### src/rtl/core/u8d_pkg.sv
package u8d_pkg;

   localparam int unsigned CODE_POINT_WIDTH = 21;
   localparam int unsigned BITS_WIDTH       = 7;
   localparam int unsigned QUEUE_DEPTH      = 2;
   localparam int unsigned QUEUE_PTR_WIDTH  = 1;
   localparam int unsigned QUEUE_CNT_WIDTH  = 2;

   typedef logic [2:0] u8d_kind_type;

   localparam u8d_kind_type KIND_CONT  = 3'd0;
   localparam u8d_kind_type KIND_LEAD1 = 3'd1;
   localparam u8d_kind_type KIND_LEAD2 = 3'd2;
   localparam u8d_kind_type KIND_LEAD3 = 3'd3;
   localparam u8d_kind_type KIND_LEAD4 = 3'd4;
   localparam u8d_kind_type KIND_BAD   = 3'd5;

   localparam logic [CODE_POINT_WIDTH-1:0] CP_REPLACEMENT = 21'h00FFFD;
   localparam logic [CODE_POINT_WIDTH-1:0] CP_SURR_LO     = 21'h00D800;
   localparam logic [CODE_POINT_WIDTH-1:0] CP_SURR_HI     = 21'h00DFFF;
   localparam logic [CODE_POINT_WIDTH-1:0] CP_MAX         = 21'h10FFFF;
   localparam logic [CODE_POINT_WIDTH-1:0] MAX_LEN1       = 21'h00007F;
   localparam logic [CODE_POINT_WIDTH-1:0] MAX_LEN2       = 21'h0007FF;
   localparam logic [CODE_POINT_WIDTH-1:0] MAX_LEN3       = 21'h00FFFF;
   localparam logic [CODE_POINT_WIDTH-1:0] MIN_LEN2       = 21'h000080;
   localparam logic [CODE_POINT_WIDTH-1:0] MIN_LEN3       = 21'h000800;
   localparam logic [CODE_POINT_WIDTH-1:0] MIN_LEN4       = 21'h010000;

   // One classified byte as it travels from the front to the back.
   typedef struct packed {
      u8d_kind_type          kind;
      logic [BITS_WIDTH-1:0] bits;
      logic                  last;
   } u8d_item_type;

   // A completed sequence is accepted only when it is in range for its length,
   // is not a surrogate and is not the replacement character.
   function automatic logic value_ok(input logic [CODE_POINT_WIDTH-1:0] v,
                                     input logic [2:0] len);
      logic in_range;
      in_range = 1'b0;
      case (len)
         3'd1: in_range = (v <= MAX_LEN1);
         3'd2: in_range = (v >= MIN_LEN2) && (v <= MAX_LEN2);
         3'd3: in_range = (v >= MIN_LEN3) && (v <= MAX_LEN3);
         3'd4: in_range = (v >= MIN_LEN4) && (v <= CP_MAX);
         default: in_range = 1'b0;
      endcase
      return in_range && !((v >= CP_SURR_LO) && (v <= CP_SURR_HI))
             && (v != CP_REPLACEMENT);
   endfunction

endpackage

### src/rtl/core/u8d_front.sv
module u8d_front (
   input  logic                  clock,
   input  logic                  reset,
   input  logic                  req_valid,
   output logic                  req_stall,
   input  logic [7:0]            req_data_byte,
   input  logic                  req_last_byte,
   output logic                  q_valid,
   input  logic                  q_pop,
   output u8d_pkg::u8d_item_type q_item
);
   import u8d_pkg::*;

   u8d_item_type                 entry_ff [QUEUE_DEPTH];
   logic [QUEUE_PTR_WIDTH-1:0]   wr_ptr_ff, wr_ptr_in;
   logic [QUEUE_PTR_WIDTH-1:0]   rd_ptr_ff, rd_ptr_in;
   logic [QUEUE_CNT_WIDTH-1:0]   count_ff, count_in;
   u8d_item_type                 item;
   logic                         push;

   always_comb begin
      item.last = req_last_byte;
      item.bits = '0;
      if (req_data_byte[7:6] == 2'b10) begin
         item.kind = KIND_CONT;
         item.bits = {1'b0, req_data_byte[5:0]};
      end else if (req_data_byte[7] == 1'b0) begin
         item.kind = KIND_LEAD1;
         item.bits = req_data_byte[6:0];
      end else if (req_data_byte[7:5] == 3'b110) begin
         item.kind = KIND_LEAD2;
         item.bits = {2'b00, req_data_byte[4:0]};
      end else if (req_data_byte[7:4] == 4'b1110) begin
         item.kind = KIND_LEAD3;
         item.bits = {3'b000, req_data_byte[3:0]};
      end else if (req_data_byte[7:3] == 5'b11110) begin
         item.kind = KIND_LEAD4;
         item.bits = {4'b0000, req_data_byte[2:0]};
      end else begin
         item.kind = KIND_BAD;
      end
   end

   assign req_stall = (count_ff == QUEUE_CNT_WIDTH'(QUEUE_DEPTH));
   assign push      = req_valid && !req_stall;
   assign q_valid   = (count_ff != '0);
   assign q_item    = entry_ff[rd_ptr_ff];

   always_comb begin
      wr_ptr_in = push ? wr_ptr_ff + 1'b1 : wr_ptr_ff;
      rd_ptr_in = (q_pop && q_valid) ? rd_ptr_ff + 1'b1 : rd_ptr_ff;
      count_in  = count_ff;
      if (push && !(q_pop && q_valid)) begin
         count_in = count_ff + 1'b1;
      end else if (!push && q_pop && q_valid) begin
         count_in = count_ff - 1'b1;
      end
   end

   always_ff @(posedge clock) begin
      if (reset) begin
         wr_ptr_ff <= '0;
         rd_ptr_ff <= '0;
         count_ff  <= '0;
      end else begin
         wr_ptr_ff <= wr_ptr_in;
         rd_ptr_ff <= rd_ptr_in;
         count_ff  <= count_in;
      end
   end

   always_ff @(posedge clock) begin
      if (push) begin
         entry_ff[wr_ptr_ff] <= item;
      end
   end

   a_count_bound: assert property (@(posedge clock) disable iff (reset)
      count_ff <= QUEUE_CNT_WIDTH'(QUEUE_DEPTH))
      else $error("queue count exceeds depth");

   a_count_track: assert property (@(posedge clock) disable iff (reset)
      (push && !(q_pop && q_valid)) |=> (count_ff == $past(count_ff) + 1'b1))
      else $error("queue count missed a push");
endmodule

### src/rtl/core/u8d_back.sv
module u8d_back (
   input  logic                  clock,
   input  logic                  reset,
   input  logic                  q_valid,
   output logic                  q_pop,
   input  u8d_pkg::u8d_item_type q_item,
   output logic                  rsp_valid,
   input  logic                  rsp_stall,
   output logic [20:0]           rsp_code_point,
   output logic                  rsp_point_valid,
   output logic                  rsp_string_end
);
   import u8d_pkg::*;

   logic [1:0]                  remaining_ff, remaining_in;
   logic [2:0]                  length_ff, length_in;
   logic [CODE_POINT_WIDTH-1:0] acc_ff, acc_in;
   logic                        skip_ff, skip_in;
   logic                        out_valid_ff, out_valid_in;
   logic [CODE_POINT_WIDTH-1:0] out_cp_ff;
   logic                        out_pv_ff;
   logic                        out_end_ff;
   logic [CODE_POINT_WIDTH-1:0] acc_shift;
   logic [CODE_POINT_WIDTH-1:0] cp;
   logic                        have;

   // The back advances whenever the output register is empty or being drained.
   assign q_pop     = q_valid && (!out_valid_ff || !rsp_stall);
   assign acc_shift = {acc_ff[CODE_POINT_WIDTH-7:0], q_item.bits[5:0]};

   always_comb begin
      remaining_in = remaining_ff;
      length_in    = length_ff;
      acc_in       = acc_ff;
      skip_in      = skip_ff;
      have         = 1'b0;
      cp           = '0;
      case (q_item.kind)
         KIND_CONT: begin
            if (!skip_ff && (remaining_ff != 2'd0)) begin
               remaining_in = remaining_ff - 2'd1;
               acc_in       = acc_shift;
               if (remaining_ff == 2'd1) begin
                  have      = value_ok(acc_shift, length_ff);
                  cp        = acc_shift;
                  length_in = 3'd0;
                  acc_in    = '0;
               end
            end
         end
         default: begin
            skip_in      = 1'b0;
            remaining_in = 2'd0;
            length_in    = 3'd0;
            acc_in       = '0;
            case (q_item.kind)
               KIND_LEAD1: begin
                  have = 1'b1;
                  cp   = CODE_POINT_WIDTH'(q_item.bits);
               end
               KIND_LEAD2: begin
                  acc_in       = CODE_POINT_WIDTH'(q_item.bits);
                  length_in    = 3'd2;
                  remaining_in = 2'd1;
               end
               KIND_LEAD3: begin
                  acc_in       = CODE_POINT_WIDTH'(q_item.bits);
                  length_in    = 3'd3;
                  remaining_in = 2'd2;
               end
               KIND_LEAD4: begin
                  acc_in       = CODE_POINT_WIDTH'(q_item.bits);
                  length_in    = 3'd4;
                  remaining_in = 2'd3;
               end
               default: begin
                  skip_in = 1'b1;
               end
            endcase
         end
      endcase
      if (q_item.last) begin
         remaining_in = 2'd0;
         length_in    = 3'd0;
         acc_in       = '0;
         skip_in      = 1'b0;
      end
   end

   always_comb begin
      out_valid_in = out_valid_ff;
      if (q_pop) begin
         out_valid_in = have || q_item.last;
      end else if (!rsp_stall) begin
         out_valid_in = 1'b0;
      end
   end

   always_ff @(posedge clock) begin
      if (reset) begin
         remaining_ff <= '0;
         length_ff    <= '0;
         acc_ff       <= '0;
         skip_ff      <= 1'b0;
         out_valid_ff <= 1'b0;
      end else begin
         out_valid_ff <= out_valid_in;
         if (q_pop) begin
            remaining_ff <= remaining_in;
            length_ff    <= length_in;
            acc_ff       <= acc_in;
            skip_ff      <= skip_in;
         end
      end
   end

   always_ff @(posedge clock) begin
      if (q_pop) begin
         out_cp_ff  <= have ? cp : '0;
         out_pv_ff  <= have;
         out_end_ff <= q_item.last;
      end
   end

   assign rsp_valid       = out_valid_ff;
   assign rsp_code_point  = out_cp_ff;
   assign rsp_point_valid = out_pv_ff;
   assign rsp_string_end  = out_end_ff;

   a_result_reason: assert property (@(posedge clock) disable iff (reset)
      out_valid_ff |-> (out_pv_ff || out_end_ff))
      else $error("result carries neither a code point nor a string end");

   a_cp_legal: assert property (@(posedge clock) disable iff (reset)
      (out_valid_ff && out_pv_ff) |-> ((out_cp_ff <= CP_MAX)
         && !((out_cp_ff >= CP_SURR_LO) && (out_cp_ff <= CP_SURR_HI))
         && (out_cp_ff != CP_REPLACEMENT)))
      else $error("illegal code point delivered");

   a_cp_zero: assert property (@(posedge clock) disable iff (reset)
      (out_valid_ff && !out_pv_ff) |-> (out_cp_ff == '0))
      else $error("code point not zero on an empty result");

   a_skip_closed: assert property (@(posedge clock) disable iff (reset)
      skip_ff |-> (remaining_ff == 2'd0))
      else $error("sequence open while skipping");
endmodule

### src/rtl/core/utf8_stream_decoder.sv
// UTF-8 stream decoder.
// The request channel (req_valid, req_stall, req_data_byte, req_last_byte)
// takes one byte of a string per request; req_last_byte marks the final byte.
// The response channel (rsp_valid, rsp_stall, rsp_code_point, rsp_point_valid,
// rsp_string_end) delivers one decoded character per completed valid sequence.
// Rejected sequences, stray continuation bytes and bytes after an invalid lead
// give no response. The final byte always gives exactly one response with
// rsp_string_end set, carrying a character only if that byte completed one.
// Throughput is one byte per cycle while nothing stalls: a front stage
// classifies each byte into a two-entry queue, and the back stage decodes one
// queued byte per cycle into an output register unless that register is held.
// When the response side is not stalled, an accepted byte passes from the queue
// into the output register, where rsp_valid is raised if it gives a response.
// While rsp_stall is high the output holds; the queue keeps taking requests
// until it is full, then req_stall rises. req_stall depends only on the queue
// fill, never directly on rsp_stall.
// Synchronous reset empties the queue, drops any held response and clears the
// decoding state, so any partial sequence is lost.
module utf8_stream_decoder (
   input  logic        clock,
   input  logic        reset,
   input  logic        req_valid,
   output logic        req_stall,
   input  logic [7:0]  req_data_byte,
   input  logic        req_last_byte,
   output logic        rsp_valid,
   input  logic        rsp_stall,
   output logic [20:0] rsp_code_point,
   output logic        rsp_point_valid,
   output logic        rsp_string_end
);
   import u8d_pkg::*;

   logic         q_valid;
   logic         q_pop;
   u8d_item_type q_item;

   u8d_front u_front (
      .clock         (clock),
      .reset         (reset),
      .req_valid     (req_valid),
      .req_stall     (req_stall),
      .req_data_byte (req_data_byte),
      .req_last_byte (req_last_byte),
      .q_valid       (q_valid),
      .q_pop         (q_pop),
      .q_item        (q_item)
   );

   u8d_back u_back (
      .clock           (clock),
      .reset           (reset),
      .q_valid         (q_valid),
      .q_pop           (q_pop),
      .q_item          (q_item),
      .rsp_valid       (rsp_valid),
      .rsp_stall       (rsp_stall),
      .rsp_code_point  (rsp_code_point),
      .rsp_point_valid (rsp_point_valid),
      .rsp_string_end  (rsp_string_end)
   );
endmodule

### config.mk
export PLATFORM = sky130hd
export DESIGN_NAME = utf8_stream_decoder
export DESIGN_NICKNAME = d
export VERILOG_FILES = /design/src/rtl/core/u8d_pkg.sv /design/src/rtl/core/u8d_front.sv /design/src/rtl/core/u8d_back.sv /design/src/rtl/core/utf8_stream_decoder.sv
export SDC_FILE = /design/constraint.sdc
export NUM_CORES = 1
export LEC_CHECK = 0
export BUFFER_PORTS_ARGS = -buffer_cell sky130_fd_sc_hd__buf_2
export CAP_MARGIN = 0
export CORE_ASPECT_RATIO = 1.2
export CORE_MARGIN = 2
export CORE_UTILIZATION = 40
export DETAILED_ROUTE_END_ITERATION = 10
export SLEW_MARGIN = 40
export SYNTH_ARGS = -nofsm -noshare
export SYNTH_HDL_FRONTEND = slang
export SYNTH_SLANG_ARGS = --single-unit
### constraint.sdc
create_clock -name clock -period 3.7 [get_ports clock]
set_input_delay 0.74 -clock clock [delete_from_list [all_inputs] [get_ports clock]]
set_output_delay 0.74 -clock clock [all_outputs]
set_load 0.1 [all_outputs]
# Word-level counts from Yosys, hierarchy flattened
# Memory sizes are Yosys's and may differ from the RTL's. A register that Yosys moved wholly into a read port is not among the register bits.
# Index checks and enable logic that the tools add are counted.
# totals
register_bits	49
ramBits	22
in_bits	13
out_inout_bits	25
wordCells	119
mem_count	1
# op_classes
addsub	5
n_lt_le_gt_ge	9
eq_ne	19
n_mux	43
n_reduce_logical	31
# memory_table
name	words	width	rd	rd_clocked_by_memory_dff	write_ports	line_no	text
u_front.entry_ff	2	11	1	1	1	u8d_front.sv:14	u8d_item_type entry_ff [QUEUE_DEPTH];
# op_table
op	count
21-bit 2-to-1 mux	3
15-bit 2-to-1 mux	4
21-bit by 16-bit less-or-equal comparator with 1-bit output, second input constant	2
10-bit 2-to-1 mux	4
21-bit by 12-bit greater-or-equal comparator with 1-bit output, second input constant	1
21-bit by 16-bit greater-or-equal comparator with 1-bit output, second input constant	1
21-bit by 17-bit greater-or-equal comparator with 1-bit output, second input constant	1
21-bit by 8-bit greater-or-equal comparator with 1-bit output, second input constant	1
21-bit by 11-bit less-or-equal comparator with 1-bit output, second input constant	1
21-bit less-or-equal comparator, second input constant	1
21-bit by 7-bit less-or-equal comparator with 1-bit output, second input constant	1
21-bit by 16-bit != test with 1-bit output, second input constant	1
1-bit 2-to-1 mux	17
3-bit 2-to-1 mux	5
7-bit 2-to-1 mux	2
1-bit logical AND	13
3-bit by 2-bit equality test with 1-bit output, second input constant	4
2-bit 2-to-1 mux	5
3-bit equality test, second input constant	3
3-bit one-hot mux with 3 select lines	1
1-bit logical NOT	7
3-bit by 1-bit equality test with 1-bit output, second input constant	2
3-bit by 1-bit != test with 1-bit output, second input constant	2
2-bit one-hot mux with 3 select lines	1
other kinds (16)	24

# Depth between registers and ports, before layout
# depth
ltp_word	13
depth_mapped	9
ltp_nobuf	7

# Hierarchy
# From an unflattened synthesis, not the netlist that was laid out.
# hier_totals
cells_unflattened	269
area_unflattened_um2	3104.2
# modules_own_cells
module	n_inst	cells_each	area_each_um2	seq_area_each_um2
u8d_back	1	194	2003.2	1131.1
u8d_front	1	75	1101.1	760.7

# Least setup slack after synthesis
# No wires, ideal clock.
# synth_timing
path_kind	reg-to-reg
from	register u_back.out_valid_ff (netlist: u_back.rsp_valid)
to	register u_back.acc_ff[14]
setup_time_ns	0.066
t_arrival_ns	2.642
required_time_ns	3.634
setup_slack_ns	0.992
stages_incl_launch_ff	9
n_path_buf	2
period_less_slack_ns	2.708
path_cell_list	dfxtp_1 -> nand2_1 -> o21ai_0 -> inv_2 -> nand2b_1 -> buf_2 -> buf_2 -> a22oi_1 -> nor2_1
# synth_via
elab_chain_cells	4
# synth_rtl
element	line_no	text
start, declared	u8d_back.sv:19	logic out_valid_ff, out_valid_in;
start signal, assigned	u8d_back.sv:107	out_valid_ff <= out_valid_in;
1-bit logical NOT	u8d_back.sv:28	assign q_pop = q_valid && (!out_valid_ff || !rsp_stall);
1-bit logical OR	u8d_back.sv:28	
1-bit logical AND	u8d_back.sv:28	
named net q_pop	utf8_stream_decoder.sv:35	logic q_pop;
2-bit AND reduction (no source line)	-	
end signal, assigned	u8d_back.sv:111	acc_ff <= acc_in;
end, declared	u8d_back.sv:17	logic [CODE_POINT_WIDTH-1:0] acc_ff, acc_in;
# The timed path passes the listed nets, and every way through them passes these cells.
# A chain may end at the register's enable or synchronous reset.

==> out/results.txt <==
status -> finished, violations left
GRT Util Overall -> 15.7%
combinational share of power -> 17.3%
fin crit share -> 66.3%
Die W -> 85.7 um
Yosys cell types -> 52
#FFs+latches synth -> 72
drt total wl -> 6.27 mm
vias in the first global route -> 2166
total negative slack -> 0 ps
initial core utilization -> 41.4%
clk slew on worst S/H paths -> 70 ps
synthesized net count -> 291
Routed Antenna Nets -> 0
final-report max-slew violation count -> 0
Final setup viols -> 0
Max FO, Critical Path -> 18
Lkg Pwr -> 1.34 nW
DR pass1 iterations -> 9
clock buffer depth -> 2
Max Cap Violations -> 0
Netlist Area Pre-Place -> 3210 sq um
Clock Sinks -> 72
clk_skew -> 11.3 ps
global-route wire length before repair -> 10.5 mm
fraction of layout cells with a size suffix above 1 -> 25.4%
Seq/Total Area, Yosys -> 59.0%
Hold WC Path Type -> reg2reg
count of input and output buffers -> 37
# H-tree levels -> 3
CORE AREA -> 7750 sq um
Routed WL per cell -> 15.1 um
largest net degree at the start of global routing -> 28
I/O pin count -> 38
Site Rows -> 35
total CTS buffers -> 9
VDD IR-drop max -> 0.284 mV
EDFF count, synth -> 45
Worst-Margin Slew -> 759 ps
min setup slack post-route -> 1250 ps
n_diodes -> 0
insertion delay to the later sink of the worst-skew pair -> 350 ps
slowest stage delay, CP -> 750 ps
Yosys Warn Count -> 0
syn avg cell area -> 11.6 sq um
Area Overhead vs Synth -> 15.4%
drt drc -> 3
post_cts resized -> 0
via count -> 2222
Psw -> 0.557 mW
cells along the critical path -> buf_4 > mux2i_1 > o21ai_0 > a2111oi_2 > a22oi_1 > nor2_1
Syn Inst Count -> 276
Via-to-Cell Ratio -> 5.35
Placed Cells -> 399
Reg power frac -> 49.7%
Die Area -> 8750 sq um
FMAX -> 408 MHz
Final nets -> 333
post-DP HPWL -> 4.45 mm
Die Y -> 102 um
power share of the clock group -> 33.1%
final std cells w/o fill -> 415
Synth area leader -> edfxtp_1
min Tclk post-route -> 2450 ps
worst path arrival time -> 2730 ps
CTS tree -> yes
initial DRC count -> 111
Pwr Density -> 502 nW/um^2
Yosys top cell area share -> 42.1%
R2R depth -> 6
Root Buffer -> clkbuf_8
relative slew slack -> 49.3%
RSZ-0062 raised after global routing -> false
most common flop cell mapped by yosys -> edfxtp_1
Internal -> 1.30 mW
gr ovfl total -> 0
critical path launch point type -> flop
initial antenna violation count -> 0
Hold Violations, Final -> 0
number of setup buffers added after CTS -> 0
Synth area leaders -> edfxtp_1, dfxtp_1, nor2_1
worst endpoint required time -> 3980 ps
failing checks -> DRC
critical path's slowest cell -> a2111oi_2
Hold Crit Depth -> 2
CP Capture Type -> flop
Switching Fraction -> 29.9%
Async SR Flop Fraction -> 0%
Post-Place Worst Slack -> 1180 ps
CTS Hold Buffers Added -> 0
Final Power -> 1.86 mW
Placer Congestion -> 0.856
Setup Crit Path Kind -> reg2reg
-- through the flow --
| step | hold WS, ps | area [sq um] | utilization [%] |
|---|---|---|---|
| 3_5_place_dp | 451 | 3480 | 44.9 |
| 2_1_floorplan | 432 | 3210 | - |
| 3_3_place_gp | 442 | 3480 | 44.9 |
| 4_1_cts | 461 | 3680 | 47.5 |
| 6_report | 458 | 3700 | 47.7 |
| 5_1_grt | 494 | 3700 | 47.7 |
-- logic make-up (layout without fill, tap and decap cells) --
kind of cell / Yosys count / count (layout) / synth area share [%]
multiplexers: 11 / 11 / 3.67
buffers and inverters: 19 / 66 / 2.81
flip-flops: 72 / 72 / 59.0
AND/OR/NAND/NOR: 109 / 109 / 18.7
adder cells (fa/ha/maj): 2 / 2 / 0.780
XOR/XNOR: 3 / 3 / 0.820
AO/OA/AOI/OAI: 60 / 60 / 14.2
-- Yosys cell counts, types with 3 or more instances --
cell type	number
edfxtp_1	45
nor2_1	33
dfxtp_1	27
nand2_1	16
a22oi_1	15
and2_1	13
a21oi_1	11
inv_1	9
o21ai_0	9
a21boi_1	6
mux2_2	6
nor3_1	6
mux2i_1	5
nand2b_1	5
nor3b_1	5
and2_2	4
nand3_1	4
nand4_1	4
nor2b_1	4
a31oi_1	3
buf_2	3
clkbuf_1	3
o211ai_1	3
-- worst paths after layout --
path	startpoint	slack, ps	end
worst min register to register	u_back.remaining_ff[1]$_SDFFE_PP0P_	460	u_back.remaining_ff[1]$_SDFFE_PP0P_
worst max-delay path	flop	1250	u_back.acc_ff[2]$_SDFFE_PP0P_
worst max register to register	flop	1250	u_back.acc_ff[2]$_SDFFE_PP0P_
worst min-delay path	u_back.remaining_ff[1]$_SDFFE_PP0P_	460	u_back.remaining_ff[1]$_SDFFE_PP0P_
-- placed cells by master, fill, tap and decap left out, drive strengths merged, types with 2 or more instances in the layout --
master and instances:
nand2b 5, ha 2, nor2 34, o211ai 3
and3 2, a22oi 15, a31oi 3, inv 11
nor4 2, nor3 7, a21oi 11, nor2b 4
nand2 16, dfxtp 27, nand4 4, and2 17
a21boi 6, o22ai 2, o2111ai 2, or2 2
or4 4, mux2 6, nor3b 5, mux2i 5
clkbuf 13, xnor2 2, buf 40, nand3 4
o21ai 9, edfxtp 45
-- layout make-up --
type / count / area, sq um
clock buffers: 13 / 180
inverters: 10 / 37.5
clock inverters: 3 / 21.3
fillers: 735 / 4050
flip-flops and latches: 72 / 1890
repair buffers: 40 / 208
multi-input cells: 185 / 1250
well taps: 92 / 115
-- metal layers --
metal | vias to the layer above | wire length, um | global-route usage, %
met5 | - | 0 | 0
met4 | 0 | 231 | 12.1
met3 | 16 | 246 | 2.99
met2 | 58 | 2990 | 25.2
met1 | 1043 | 2800 | 18.8
li1 | 1105 | - | -
-- flip-flops by register name, summed over array words and instances, names as in the netlist, 2 cells and up, named ones only --
| name | flops |
|---|---|
| u_back.acc_ff | 15 |
| u_back.length_ff | 3 |
| u_back.remaining_ff | 2 |
| u_back.rsp_code_point | 21 |
| u_front.count_ff | 2 |
| u_front.entry_ff | 22 |
-- power by group through the flow --
stage	Sequential [mW]	Clock [mW]	Combinational (mW)
6_report	0.924	0.614	0.321
2_1_floorplan	1.06	0	0.137
4_1_cts	0.924	0.628	0.321
3_3_place_gp	0.942	0	0.318
5_1_grt	0.928	0.666	0.344
3_5_place_dp	0.942	0	0.320
-- critical path: cells and delay by family (launching register included) --
family                 cells  cell delay (ps)
AO/OA/AOI/OAI              3             1120
multiplexers               1              540
flip-flops                 1              370
buffers and inverters      1              250
AND/OR/NAND/NOR            1              110
No activity file was read; power rests on OpenSTA's default activity.
